`src/hdl/htfd_pkg.sv`:
```
`default_nettype none

package htfd_pkg;

  // crc-8 over each measurement word
  localparam logic [7:0] CRC_POLY = 8'h31;
  localparam logic [7:0] CRC_INIT = 8'hFF;

  // conversion constants, raw full scale is 2^16 - 1
  localparam int RAW_FULL    = 65535;
  localparam int TEMP_SPAN   = 17500;
  localparam int TEMP_OFFSET = 4500;
  localparam int HUMI_SPAN   = 100;

  // position of the next byte in the six-byte frame
  typedef enum logic [2:0] {
    POS_T_HI  = 3'd0,
    POS_T_LO  = 3'd1,
    POS_T_CRC = 3'd2,
    POS_H_HI  = 3'd3,
    POS_H_LO  = 3'd4,
    POS_H_CRC = 3'd5
  } pos_t;

  // one byte through the crc, msb first
  function automatic logic [7:0] crc8_byte(logic [7:0] crc, logic [7:0] data);
    logic [7:0] c;
    c = crc ^ data;
    for (int i = 0; i < 8; i++) begin
      c = c[7] ? ((c << 1) ^ CRC_POLY) : (c << 1);
    end
    return c;
  endfunction

  // floor(17500 * raw / 65535) - 4500, as 15-bit two's complement
  // division by 2^16 - 1: high half plus a single correction step
  function automatic logic [14:0] temp_from_raw(logic [15:0] raw);
    logic [30:0] prod;
    logic [14:0] q0;
    logic [16:0] rem;
    logic [14:0] q;
    logic [15:0] t;
    prod = 31'(raw) * 31'(TEMP_SPAN);
    q0   = prod[30:16];
    rem  = {1'b0, prod[15:0]} + 17'(q0);
    q    = q0 + 15'(rem >= 17'(RAW_FULL));
    t    = {1'b0, q} - 16'(TEMP_OFFSET);
    return t[14:0];
  endfunction

  // floor(100 * raw / 65535)
  function automatic logic [6:0] humi_from_raw(logic [15:0] raw);
    logic [22:0] prod;
    logic [6:0]  q0;
    logic [16:0] rem;
    prod = 23'(raw) * 23'(HUMI_SPAN);
    q0   = prod[22:16];
    rem  = {1'b0, prod[15:0]} + 17'(q0);
    return q0 + 7'(rem >= 17'(RAW_FULL));
  endfunction

endpackage

`default_nettype wire

```
`src/hdl/humidity_temp_frame_decoder.sv`:
```
// channel  | ports              | tdata (low bit up)                     | tuser
// ---------+--------------------+----------------------------------------+-------------------
// in       | in_t*  (slave)     | rx_byte[7:0]                           | frame_start
// out      | out_t* (master)    | temp_centi[14:0], humidity_pct[6:0], 0 | temp_ok, humi_ok
//
// one byte per cycle sustained: each byte is captured in an input register, then
// decoded (crc step, word assembly, conversion) in one pass into the frame state
// and, on the sixth byte, into the result register. rst_n is synchronous and
// restores the empty frame state. a full result register that is not taken holds
// the input register, and in_tready drops only then.
`default_nettype none

module humidity_temp_frame_decoder
  import htfd_pkg::*;
(
  input  wire logic        clk,
  input  wire logic        rst_n,
  input  wire logic        in_tvalid,
  output logic             in_tready,
  input  wire logic [7:0]  in_tdata,   // rx_byte[7:0]
  input  wire logic        in_tuser,   // frame_start
  output logic             out_tvalid,
  input  wire logic        out_tready,
  output logic [23:0]      out_tdata,  // temp_centi[14:0], humidity_pct[21:15], zero pad
  output logic [1:0]       out_tuser   // temp_ok, humi_ok
);

  // input register
  logic       s1_valid_r, s1_valid_nxt;
  logic [7:0] s1_byte_r;
  logic       s1_start_r;

  // frame state
  pos_t        byte_pos_r, byte_pos_nxt;
  logic [7:0]  running_crc_r, running_crc_nxt;
  logic [7:0]  high_byte_r, high_byte_nxt;
  logic [15:0] raw_word_r, raw_word_nxt;
  logic        temp_ok_seen_r, temp_ok_seen_nxt;
  logic [14:0] held_temp_r, held_temp_nxt;
  logic [6:0]  held_humidity_r, held_humidity_nxt;

  // result register
  logic        out_tvalid_r, out_tvalid_nxt;
  logic [23:0] out_tdata_r, out_tdata_nxt;
  logic [1:0]  out_tuser_r, out_tuser_nxt;

  logic       s1_fire;
  logic       emit;
  logic       crc_ok;
  pos_t       pos_eff;
  logic [7:0] crc_in;
  logic [7:0] crc_step;

  // the decode pass runs when the result register is free or being drained
  assign s1_fire   = s1_valid_r && (!out_tvalid_r || out_tready);
  assign in_tready = !s1_valid_r || s1_fire;

  assign out_tvalid = out_tvalid_r;
  assign out_tdata  = out_tdata_r;
  assign out_tuser  = out_tuser_r;

  // frame position and crc seed after a start flag or a stray code
  always_comb begin
    pos_eff = byte_pos_r;
    crc_in  = running_crc_r;
    if (s1_start_r) begin
      pos_eff = POS_T_HI;
      crc_in  = CRC_INIT;
    end else begin
      case (byte_pos_r)
        POS_T_HI, POS_T_LO, POS_T_CRC, POS_H_HI, POS_H_LO, POS_H_CRC: begin
          pos_eff = byte_pos_r;
        end
        default: begin
          pos_eff = POS_T_HI;
          crc_in  = CRC_INIT;
        end
      endcase
    end
  end

  assign crc_step = crc8_byte(crc_in, s1_byte_r);
  assign crc_ok   = (crc_in == s1_byte_r);

  // next position
  always_comb begin
    byte_pos_nxt = byte_pos_r;
    if (s1_fire) begin
      case (pos_eff)
        POS_T_HI:  byte_pos_nxt = POS_T_LO;
        POS_T_LO:  byte_pos_nxt = POS_T_CRC;
        POS_T_CRC: byte_pos_nxt = POS_H_HI;
        POS_H_HI:  byte_pos_nxt = POS_H_LO;
        POS_H_LO:  byte_pos_nxt = POS_H_CRC;
        default:   byte_pos_nxt = POS_T_HI;
      endcase
    end
  end

  // datapath updates per position
  always_comb begin
    running_crc_nxt   = running_crc_r;
    high_byte_nxt     = high_byte_r;
    raw_word_nxt      = raw_word_r;
    temp_ok_seen_nxt  = temp_ok_seen_r;
    held_temp_nxt     = held_temp_r;
    held_humidity_nxt = held_humidity_r;
    emit              = 1'b0;
    if (s1_fire) begin
      case (pos_eff)
        POS_T_HI, POS_H_HI: begin
          running_crc_nxt = crc_step;
          high_byte_nxt   = s1_byte_r;
        end
        POS_T_LO, POS_H_LO: begin
          running_crc_nxt = crc_step;
          raw_word_nxt    = {high_byte_r, s1_byte_r};
        end
        POS_T_CRC: begin
          running_crc_nxt  = CRC_INIT;
          temp_ok_seen_nxt = crc_ok;
          if (crc_ok) begin
            held_temp_nxt = temp_from_raw(raw_word_r);
          end
        end
        default: begin
          running_crc_nxt = CRC_INIT;
          emit            = 1'b1;
          if (crc_ok) begin
            held_humidity_nxt = humi_from_raw(raw_word_r);
          end
        end
      endcase
    end
  end

  // input register and result register loads
  always_comb begin
    s1_valid_nxt = s1_valid_r;
    if (in_tvalid && in_tready) begin
      s1_valid_nxt = 1'b1;
    end else if (s1_fire) begin
      s1_valid_nxt = 1'b0;
    end

    out_tvalid_nxt = out_tvalid_r;
    out_tdata_nxt  = out_tdata_r;
    out_tuser_nxt  = out_tuser_r;
    if (emit) begin
      out_tvalid_nxt = 1'b1;
      out_tdata_nxt  = {2'b00, held_humidity_nxt, held_temp_r};
      out_tuser_nxt  = {crc_ok, temp_ok_seen_r};
    end else if (out_tready) begin
      out_tvalid_nxt = 1'b0;
    end
  end

  // control and frame state
  always_ff @(posedge clk) begin
    if (!rst_n) begin
      s1_valid_r      <= 1'b0;
      out_tvalid_r    <= 1'b0;
      byte_pos_r      <= POS_T_HI;
      running_crc_r   <= CRC_INIT;
      high_byte_r     <= '0;
      raw_word_r      <= '0;
      temp_ok_seen_r  <= 1'b0;
      held_temp_r     <= '0;
      held_humidity_r <= '0;
    end else begin
      s1_valid_r      <= s1_valid_nxt;
      out_tvalid_r    <= out_tvalid_nxt;
      byte_pos_r      <= byte_pos_nxt;
      running_crc_r   <= running_crc_nxt;
      high_byte_r     <= high_byte_nxt;
      raw_word_r      <= raw_word_nxt;
      temp_ok_seen_r  <= temp_ok_seen_nxt;
      held_temp_r     <= held_temp_nxt;
      held_humidity_r <= held_humidity_nxt;
    end
  end

  // payload registers
  always_ff @(posedge clk) begin
    if (in_tvalid && in_tready) begin
      s1_byte_r  <= in_tdata;
      s1_start_r <= in_tuser;
    end
    out_tdata_r <= out_tdata_nxt;
    out_tuser_r <= out_tuser_nxt;
  end

`ifndef SYNTHESIS
  // the sixth byte of a frame always lands in the result register
  assert property (@(posedge clk) disable iff (!rst_n)
    (s1_fire && pos_eff == POS_H_CRC) |=> out_tvalid_r)
    else $error("frame end without result");

  // crc is back at its seed whenever a word is about to begin
  assert property (@(posedge clk) disable iff (!rst_n)
    (byte_pos_r == POS_T_HI || byte_pos_r == POS_H_HI) |-> running_crc_r == CRC_INIT)
    else $error("crc not reseeded at word start");

  // a failed humidity check reports the previously held humidity
  assert property (@(posedge clk) disable iff (!rst_n)
    (s1_fire && pos_eff == POS_H_CRC && !crc_ok)
      |=> out_tdata_r[21:15] == $past(held_humidity_r))
    else $error("failed humidity word changed held value");
`endif

endmodule

`default_nettype wire
```
`config.mk`:
```
export PLATFORM = sky130hd
export DESIGN_NAME = humidity_temp_frame_decoder
export DESIGN_NICKNAME = d
export VERILOG_FILES = /design/src/hdl/htfd_pkg.sv /design/src/hdl/humidity_temp_frame_decoder.sv
export SDC_FILE = /design/constraint.sdc
export NUM_CORES = 1
export LEC_CHECK = 0
export BUFFER_PORTS_ARGS = -buffer_cell sky130_fd_sc_hd__buf_2
export CORE_UTILIZATION = 25
export CTS_CLUSTER_SIZE = 40
export DETAILED_ROUTE_END_ITERATION = 10
export PLACE_DENSITY_LB_ADDON = 0.08
export REMOVE_ABC_BUFFERS = 1
export SETUP_SLACK_MARGIN = 0.3
export SYNTH_ARGS = -nofsm -noshare
export SYNTH_HDL_FRONTEND = slang
export SYNTH_SLANG_ARGS = --single-unit
```
`constraint.sdc`:
```
create_clock -name clk -period 8.4 [get_ports clk]
set_input_delay 0.84 -clock clk [delete_from_list [all_inputs] [get_ports clk]]
set_output_delay 0.84 -clock clk [all_outputs]
set_load 0.005 [all_outputs]
```
; Word-level counts from Yosys, hierarchy flattened
; Cells that the tools add are included.
[totals]
ff_bits = 93
wordCells = 83
input_bits = 13
output_inout_bits = 28
[op_classes]
add_sub_neg = 5
bitwise_logic = 9
n_mul = 2
n_reduce_logical = 19
order_cmp = 2
n_eq_ne = 10
muxes = 23
[ops]
columns = op, n
row1 = $mux W6, 8
row2 = $ge A17 B16 Y1 const B, 2
row3 = $mul A16 B13 Y29 const B, 1
row4 = $mux W8, 3
row5 = $not A3 Y3, 8
row6 = $mul A16 B5 Y21 const B, 1
row7 = $mux W7, 3
row8 = $add A16 B15 Y17, 1
row9 = $add A16 B7 Y17, 1
row10 = $add A15 B1 Y15, 1
row11 = $pmux W3 S5, 1
row12 = $sub A15 B13 Y15 const B, 1
row13 = $eq A3 B2 Y1 const B, 4
row14 = $eq A3 B3 Y1 const B, 3
row15 = $eq A8 B8 Y1, 1
row16 = $xor A8 B8 Y8, 1
row17 = $add A7 B1 Y7, 1
row18 = $eq A3 B1 Y1 const B, 2
row19 = $logic_not A3 Y1, 2
row20 = $mux W1, 6
row21 = $mux W3, 2
row22 = $reduce_and A2 Y1, 3
row23 = $reduce_or A6 Y1, 1
row24 = $reduce_or A5 Y1, 1
row25 = 7 further kinds, 12

; Longest topological paths before layout
; Gate-level depths: netlist of run 1.
[depth]
ltp_word = 22
mapped_depth = 36
depth_no_buf = 36

; Least setup slack after synthesis of run 1
; OpenSTA, ideal clock, no wires.
[synth_path]
kind = reg-to-reg
start = register raw_word_r[14]
end = register held_temp_r[11]
arrival_ps = 7854
stages_incl_launch_ff = 34
path_buffers = 1
slack_ps = 457
setup_time_ps = 88
period_less_slack_ps = 7943
required_time_ps = 8312
path_cell_list = dfxtp_1 > ha_1 > fa_1 > ha_1 > fa_1 > inv_1 > fa_1 > inv_1 > ha_1 > clkbuf_1 > nand3_1 > or2_2 > o22a_1 > a21o_1 > a21oi_1 > nor3_1 > o311ai_0 > ha_1 > a21o_1 > a21oi_1 > nor2_1 > nor2_1 > xnor2_1 > nand4_1 > a2111o_1 > a2111o_1 > nand3_1 > ha_1 > nand2b_1 > o31ai_1 > o41a_1 > o31a_1 > o21ai_0 > a311oi_2
[synth_via]
elab_chain_cells = 5
[synth_lines]
columns = item, line_no
row1 = from (decl), humidity_temp_frame_decoder.sv:37  ; logic [15:0] raw_word_r, raw_word_nxt;
row2 = from (signal assigned), humidity_temp_frame_decoder.sv:176  ; raw_word_r <= raw_word_nxt;
row3 = $mul A16 B13 Y29 *, htfd_pkg.sv:43  ; prod = 31'(raw) * 31'(TEMP_SPAN);
row4 = $add A16 B15 Y17, htfd_pkg.sv:45  ; rem = {1'b0, prod[15:0]} + 17'(q0);
row5 = $ge A17 B16 Y1, htfd_pkg.sv:46  ; q = q0 + 15'(rem >= 17'(RAW_FULL));
row6 = $add A15 B1 Y15 *, htfd_pkg.sv:46
row7 = $sub A15 B13 Y15 *, htfd_pkg.sv:47  ; t = {1'b0, q} - 16'(TEMP_OFFSET);
row8 = to (signal assigned), humidity_temp_frame_decoder.sv:178  ; held_temp_r <= held_temp_nxt;
row9 = to (decl), humidity_temp_frame_decoder.sv:39  ; logic [14:0] held_temp_r, held_temp_nxt;
; Mark *: on every way between the ends. The rest lies on a longest branch, timed or not.
; A chain may end at the register's enable or synchronous reset.

; Final worst setup path of run 1
[layout_path]
start = register raw_word_r[8]
end = register held_temp_r[11]
; The elaborated chain is that of the path after synthesis.

==> results.sh, run 1 <==
export IMPL_layout_drive_gt1_share=0.194
export IMPL_fp_dieH_um=198
export IMPL_slack_of_the_worst_reg_to_reg_path_ns=0.59
export IMPL_cts_reportedPaths_clkPinSlew_ns=0.07
export IMPL_fp_row_count=71
export IMPL_worst_pin_slew_ns=1.14
export IMPL_flow_area_growth_from_synthesis_pct=22.9
export IMPL_final_setup_skew_ns=0.0134
export IMPL_numPortBuffers=38
export IMPL_totalWireLength_mm=26.0
export IMPL_max_slew_margin_rel=0.238
export IMPL_static_leakage_power_uw=0.00555
export IMPL_gpl_final_weighted_congestion=0.803
export IMPL_synth_mux_area_frac=0.0369
export IMPL_synthFlopType="sky130_fd_sc_hd__dfxtp_1"
export IMPL_clk_root_buffer_cell="sky130_fd_sc_hd__clkbuf_16"
export IMPL_final_min_period_over_clock_period=0.930
export IMPL_fin_crit_ns=7.81
export IMPL_antenna_found_initial=0
export IMPL_synth_adder_area_share=0.324
export IMPL_drt_drc_violations_left=0
export IMPL_vias_in_the_first_global_route=7799
export IMPL_reg2regPathDepth=36
export IMPL_grt_pass1_wl_mm=41.9
export IMPL_dr_total_vias=7433
export IMPL_num_ports=41
export IMPL_yosysSeqAreaShare=0.228
export IMPL_dr_first_iter_drc_count=182
export IMPL_fin_total_pwr_uw=1070
export IMPL_cp_max_fo=5
export IMPL_synth_top_area_frac=0.203
export IMPL_detailedRoute_firstPassIterationCount=4
export IMPL_count_of_final_max_slew_check_failures=0
export IMPL_synth_xor_area_frac=0.0701
export IMPL_syn_area_um2=9610
export IMPL_tritoncts_clock_tree="yes"
export IMPL_post_synth_top_count_cell="sky130_fd_sc_hd__ha_1"
export IMPL_fraction_of_synthesis_flops_using_an_asynchronous_set_or_reset_pin=0
export IMPL_worstReg2RegStart="raw_word_r[8]"
export IMPL_min_to="out_tdata[2]"
export IMPL_p_per_area_nw_per_um2=90.9
export IMPL_layout_core_utilization=0.313
export IMPL_hp_start="held_temp_r[2]"
export IMPL_fraction_of_the_mapped_netlist_area_in_compound_gates=0.133
export IMPL_post_synth_inst_count=1063
export IMPL_critPathRequiredTime_ns=8.68
export IMPL_place_detailed_hpwl_mm=21.7
export IMPL_grt_max_degree=26
export IMPL_post_drt_wl_per_cell_um=15.5
export IMPL_worstSkewPairLatency_ns=0.38
export IMPL_synth_common_cells="sky130_fd_sc_hd__ha_1 (156), sky130_fd_sc_hd__inv_1 (155), sky130_fd_sc_hd__nor2_1 (90)"
export IMPL_grt_ovfl_total=0
export IMPL_n_antenna_cell=0
export IMPL_achievable_frequency_mhz=128
export IMPL_worst_path_largest_cell_delay_ns=0.51
export IMPL_design_final_nets=1383
export IMPL_classification_of_the_worst_slack_hold_path="reg -> reg"
export IMPL_synth_seq_cells=93
export IMPL_cts_buffer_depth=2
export IMPL_die_area_um2=39200
export IMPL_fin_tns_setup_ns=0
export IMPL_synth_area_per_cell_um2=9.04
export IMPL_whs_path_cells=0
export IMPL_synth_area_leaders="sky130_fd_sc_hd__ha_1 (20%), sky130_fd_sc_hd__dfxtp_1 (13%), sky130_fd_sc_hd__fa_1 (12%)"
export IMPL_core_area_um2=37800
export IMPL_worstReg2RegEnd="held_temp_r[11]"
export IMPL_global_route_usage_total=0.140
export IMPL_critical_path_slowest_cell="sky130_fd_sc_hd__fa_1"
export IMPL_synth_simple_area_share=0.134
export IMPL_final_hold_viol_count=0
export IMPL_cts_buffers_inserted=9
export IMPL_max_cap_violations=0
export IMPL_synth_top_family_by_area="adder cells"
export IMPL_clock_sinks=93
export IMPL_detail_route_vias_per_cell=4.45
export IMPL_critical_path_startpoint_type="flop"
export IMPL_antenna_left=0
export IMPL_cts_hold_buffers_added=0
export IMPL_rsz_0062_raised_after_global_routing="yes"
export IMPL_cts_htree_levels=3
export IMPL_start_util=0.254
export IMPL_cp_data_arrival_time_ns=8.09
export IMPL_yosysUniqueCellTypes=66
export IMPL_cpMostUsedCell="sky130_fd_sc_hd__ha_4"
export IMPL_ir_drop_mv=0.101
export IMPL_yosys_warnings=0
export IMPL_synth_largest_area_cell="sky130_fd_sc_hd__ha_1"
export IMPL_die_boundary_width_um=198
export IMPL_worstSetupEndpointType="flop"
export IMPL_synth_edf_count=33
export IMPL_run_status="completed"
export IMPL_worstSetupPathType="reg -> reg"
export IMPL_finalSetupViolCount=0
[area by class of cell]
| class | count | area, µm² |
|---|---|---|
| Inverter | 155 | 582 |
| Timing Repair Buffer | 112 | 757 |
| Sequential cell | 93 | 2230 |
| Fill cell | 4052 | 25900 |
| Clock inverter | 6 | 48.8 |
| Multi-Input combinational cell | 785 | 7300 |
| Tap cell | 511 | 639 |
| Clock buffer | 10 | 250 |
[cell usage in the layout (no fill, tap or decap), drive strengths merged, types with 6 or more instances in the layout]
cell type,instances
nor4,6
nor3,21
nand4,9
dfxtp,60
or3,7
mux2i,32
inv,159
clkbuf,10
a21o,14
nand2,42
nand3,20
buf,112
ha,156
a21oi,65
a31oi,7
o31ai,6
o21a,10
xor2,23
nand2b,14
and2,12
nor2b,14
fa,58
or2,7
nor2,90
o21ai,30
edfxtp,33
a211oi,11
o22ai,13
xnor2,53
[metal layers]
metal  vias to the layer above  part of all wire  track usage
li1                       3853                 -            -
met1                      3509              0.49        0.180
met2                        54              0.48        0.242
met3                        17             0.016       0.0204
met4                         0             0.013       0.0379
met5                         -                 0            0
[how the worst max path moves through the flow]
stage | start | to | slack (ns) | depth (start not counted)
3_3_place_gp | raw_word_r[9] | held_temp_r[11] | -0.16 | 35
3_5_place_dp | raw_word_r[9] | held_temp_r[11] | -0.18 | 35
4_1_cts | raw_word_r[4] | held_temp_r[11] | 0.31 | 37
2_1_floorplan | raw_word_r[14] | held_temp_r[13] | 0.51 | 33
6_report | raw_word_r[8] | held_temp_r[11] | 0.59 | 36
5_1_grt | raw_word_r[8] | held_temp_r[11] | 0.23 | 36
[power by group]
part | total [µW] | internal, µW | switching (µW)
logic | 152 | 70.6 | 81.4
registers | 495 | 475 | 20.2
clock network | 426 | 224 | 202
[cell families (layout without fill, tap and decap cells)]
logic type	count (synthesis)	after routing
AOI/OAI and AO/OA	197	197
and+or+nand+nor	261	261
adders and majority gates	214	214
DFF	93	93
other	1	2
xor gates and xnor gates	76	76
buffers and inverters	186	283
muxes	35	35
[flip-flops by register name, summed over array words and instances, names as in the netlist, 2 cells and up]
register and count:
high_byte_r 8, held_humidity_r 7, raw_word_r 16, out_tdata 22, out_tuser 2, held_temp_r 15
byte_pos_r 3, running_crc_r 8, s1_byte_r 8
[critical path: cells and delay by family, from the launching register on]
family | cells | cell delay, ns
AO/OA/AOI/OAI | 13 | 2.55
XOR/XNOR | 1 | 0.37
adder cells (fa/ha/maj) | 9 | 3.08
buffers and inverters | 6 | 0.38
flip-flops | 1 | 0.38
AND/OR/NAND/NOR | 7 | 0.94
[through the flow]
| step | cells | hold WS, ns | area (µm²) | setup slack [ns] |
|---|---|---|---|---|
| 2_1_floorplan | 1033 | 0.403 | 9490 | 0.513 |
| 3_3_place_gp | 1641 | 0.419 | 10800 | -0.161 |
| 3_5_place_dp | 1641 | 0.420 | 10800 | -0.184 |
| 4_1_cts | 1662 | 0.435 | 11200 | 0.306 |
| 5_1_grt | 1672 | 0.441 | 11800 | 0.226 |
| 6_report | 1672 | 0.432 | 11800 | 0.590 |
[what timing repair did]
| action | CTS | global route |
|---|---|---|
| cloned | 0 | 0 |
| gates resized for setup | 28 | 86 |
| setup buffers | 5 | 10 |
| setup endpoints to repair | 12 | 10 |
| pin swaps | 9 | 43 |
Note: power is estimated with default switching activity, not from simulation.
==> run 2: changes to the inputs <==
BUFFER_PORTS_ARGS = default   (was -buffer_cell sky130_fd_sc_hd__buf_2)
DONT_BUFFER_PORTS = 1   (was default)
GPL_ROUTABILITY_DRIVEN = 0   (was default)
PLACE_DENSITY_LB_ADDON = default   (was 0.08)
==> run 2 against run 1 <==
Combinational power down 7%. Hold slack better by 0.0040 ns. Final cell count down 4.3%. Final area down 5.3%. Flip-flop and latch count unchanged. Worst setup slack better by 0.0012 ns. Non-clock buffer count down 72. Die area unchanged. Utilization down 1.7 points. Clock power about the same. Sequential share of layout area up 0.97 points. First-iteration DRC count up 150%. Critical endpoint unchanged. Largest cell class unchanged.
==> results.sh, run 2 (synthesis results as in run 1) <==
export IMPL_worst_pin_slew_ns=1.18
export IMPL_post_drt_wl_per_cell_um=14.3
export IMPL_power_switching_share=0.290
export IMPL_worstSkewPairLatency_ns=0.37
export IMPL_worstSetupEndpointType="flop"
export IMPL_dr_first_iter_drc_count=452
export IMPL_flip_flop_count_of_the_largest_register_after_layout=22
export IMPL_global_route_usage_total=0.118
export IMPL_p_per_area_nw_per_um2=95.0
export IMPL_fp_row_count=71
export IMPL_seq_power_share=0.467
export IMPL_num_ports=41
export IMPL_design_final_nets=1311
export IMPL_vias_in_the_first_global_route=7383
export IMPL_cp_data_arrival_time_ns=8.09
export IMPL_die_area_um2=39200
export IMPL_dr_total_vias=7360
export IMPL_critical_path_slowest_cell="sky130_fd_sc_hd__fa_1"
export IMPL_drt_drc_violations_left=0
export IMPL_worst_path_largest_cell_delay_ns=0.57
export IMPL_cts_reportedPaths_clkPinSlew_ns=0.07
export IMPL_cts_buffers_inserted=9
export IMPL_max_cap_violations=0
export IMPL_totalWireLength_mm=22.9
export IMPL_die_boundary_width_um=198
export IMPL_run_status="completed"
export IMPL_critPathRequiredTime_ns=8.68
export IMPL_clkPwrFrac=0.400
export IMPL_detailedRoute_firstPassIterationCount=7
export IMPL_critical_path_startpoint_type="flop"
export IMPL_ir_drop_mv=0.134
export IMPL_final_min_period_over_clock_period=0.930
export IMPL_numPortBuffers=0
export IMPL_fin_crit_ns=7.81
export IMPL_flow_area_growth_from_synthesis_pct=16.3
export IMPL_layout_cells_most_common="sky130_fd_sc_hd__inv_1"
export IMPL_n_antenna_cell=0
export IMPL_rsz_0062_raised_after_global_routing="no"
export IMPL_fin_area_um2=11200
export IMPL_detail_route_vias_per_cell=4.60
export IMPL_tritoncts_clock_tree="yes"
export IMPL_grt_pass1_wl_mm=36.9
export IMPL_antenna_found_initial=0
export IMPL_clock_sinks=93
export IMPL_worstSetupPathType="reg -> reg"
export IMPL_final_hold_viol_count=0
export IMPL_antenna_left=0
export IMPL_internal_power_uw=754
export IMPL_classification_of_the_worst_slack_hold_path="reg -> reg"
export IMPL_cts_buffer_depth=2
export IMPL_layout_drive_gt1_share=0.129
export IMPL_switching_power_uw=307
export IMPL_pwr_share_comb=0.133
export IMPL_start_util=0.254
export IMPL_fin_tns_setup_ns=0
export IMPL_final_setup_skew_ns=0.0150
export IMPL_cp_max_fo=5
export IMPL_placement_cell_area_um2=10400
export IMPL_clk_root_buffer_cell="sky130_fd_sc_hd__clkbuf_16"
export IMPL_static_leakage_power_uw=0.00527
export IMPL_grt_ovfl_total=0
export IMPL_path_delay_family="adder cells"
export IMPL_finalSetupViolCount=0
export IMPL_worst_path_buf_inv=4
export IMPL_cts_htree_levels=3
export IMPL_place_detailed_hpwl_mm=18.2
export IMPL_count_of_final_max_slew_check_failures=0
export IMPL_core_area_um2=37800
export IMPL_max_slew_margin_rel=0.210
export IMPL_achievable_frequency_mhz=128
export IMPL_most_common_layout_cells="sky130_fd_sc_hd__inv_1 (154), sky130_fd_sc_hd__ha_1 (141), sky130_fd_sc_hd__nor2_1 (89)"
export IMPL_fp_dieH_um=198
export IMPL_grt_max_degree=31
## run 2: cell count changes in the layout (fill, tap and decap cells not counted), moves of 4 or more
cell | before | now
sky130_fd_sc_hd__ha_1 | 128 | 141
sky130_fd_sc_hd__buf_4 | 72 | 40
sky130_fd_sc_hd__dfxtp_2 | 4 | 8
sky130_fd_sc_hd__dfxtp_4 | 8 | 4
sky130_fd_sc_hd__buf_2 | 38 | 0
sky130_fd_sc_hd__ha_4 | 26 | 12
## run 2: power by group through the flow
stage	combinational [µW]	sequential, µW	clock (µW)
floorplan	109	500	0
global placement	133	507	0
detailed placement	134	507	0
CTS	136	496	435
global route	159	498	453
finish	142	495	425
## run 2: metal layers
| metal | GRT usage | wire length [µm] | part of all wire | up-vias |
|---|---|---|---|---|
| met3 | 0.0232 | 846 | 0.037 | 31 |
| met5 | 0 | 0 | 0 | - |
| li1 | - | - | - | 3697 |
| met1 | 0.155 | 11100 | 0.49 | 3489 |
| met2 | 0.198 | 10500 | 0.46 | 143 |
| met4 | 0.0281 | 405 | 0.018 | 0 |
## run 2: cell type report
type                            count  area [µm²]
Fill cell                        3927       26600
Timing Repair Buffer               40         300
Clock inverter                      7        81.3
Tap cell                          511         639
Inverter                          155         582
Multi-Input combinational cell    785        7130
Clock buffer                        9         225
Sequential cell                    93        2220
## run 2: worst paths after layout
check | slack, ns | startpoint | endpoint | depth (start not counted)
worst max register to register | 0.59 | raw_word_r[3] | held_temp_r[11] | 33
worst max-delay path | 0.59 | raw_word_r[3] | held_temp_r[11] | 33
worst min-delay path | 0.44 | held_temp_r[13] | out_tdata[13] | 0
worst min register to register | 0.44 | held_temp_r[13] | out_tdata[13] | 0
## run 2: timing repair
item / CTS / global route
resized for setup: 19 / 72
hold buffers: 0 / 0
setup buffers: 1 / 6
pin swaps: 2 / 25
endpoints found under the setup margin: 10 / 11
## run 2: per-stage QoR
step | worst slack [ns] | total power [µW] | cells | hold WS [ns] | utilization
after floorplan | 0.513 | 609 | 1033 | 0.403 | -
after global placement | 0.0794 | 640 | 1577 | 0.417 | 0.275
after detailed placement | -0.0992 | 641 | 1577 | 0.418 | 0.275
after CTS | 0.320 | 1070 | 1594 | 0.440 | 0.286
after global routing | 0.258 | 1110 | 1600 | 0.448 | 0.296
final | 0.591 | 1060 | 1600 | 0.436 | 0.296
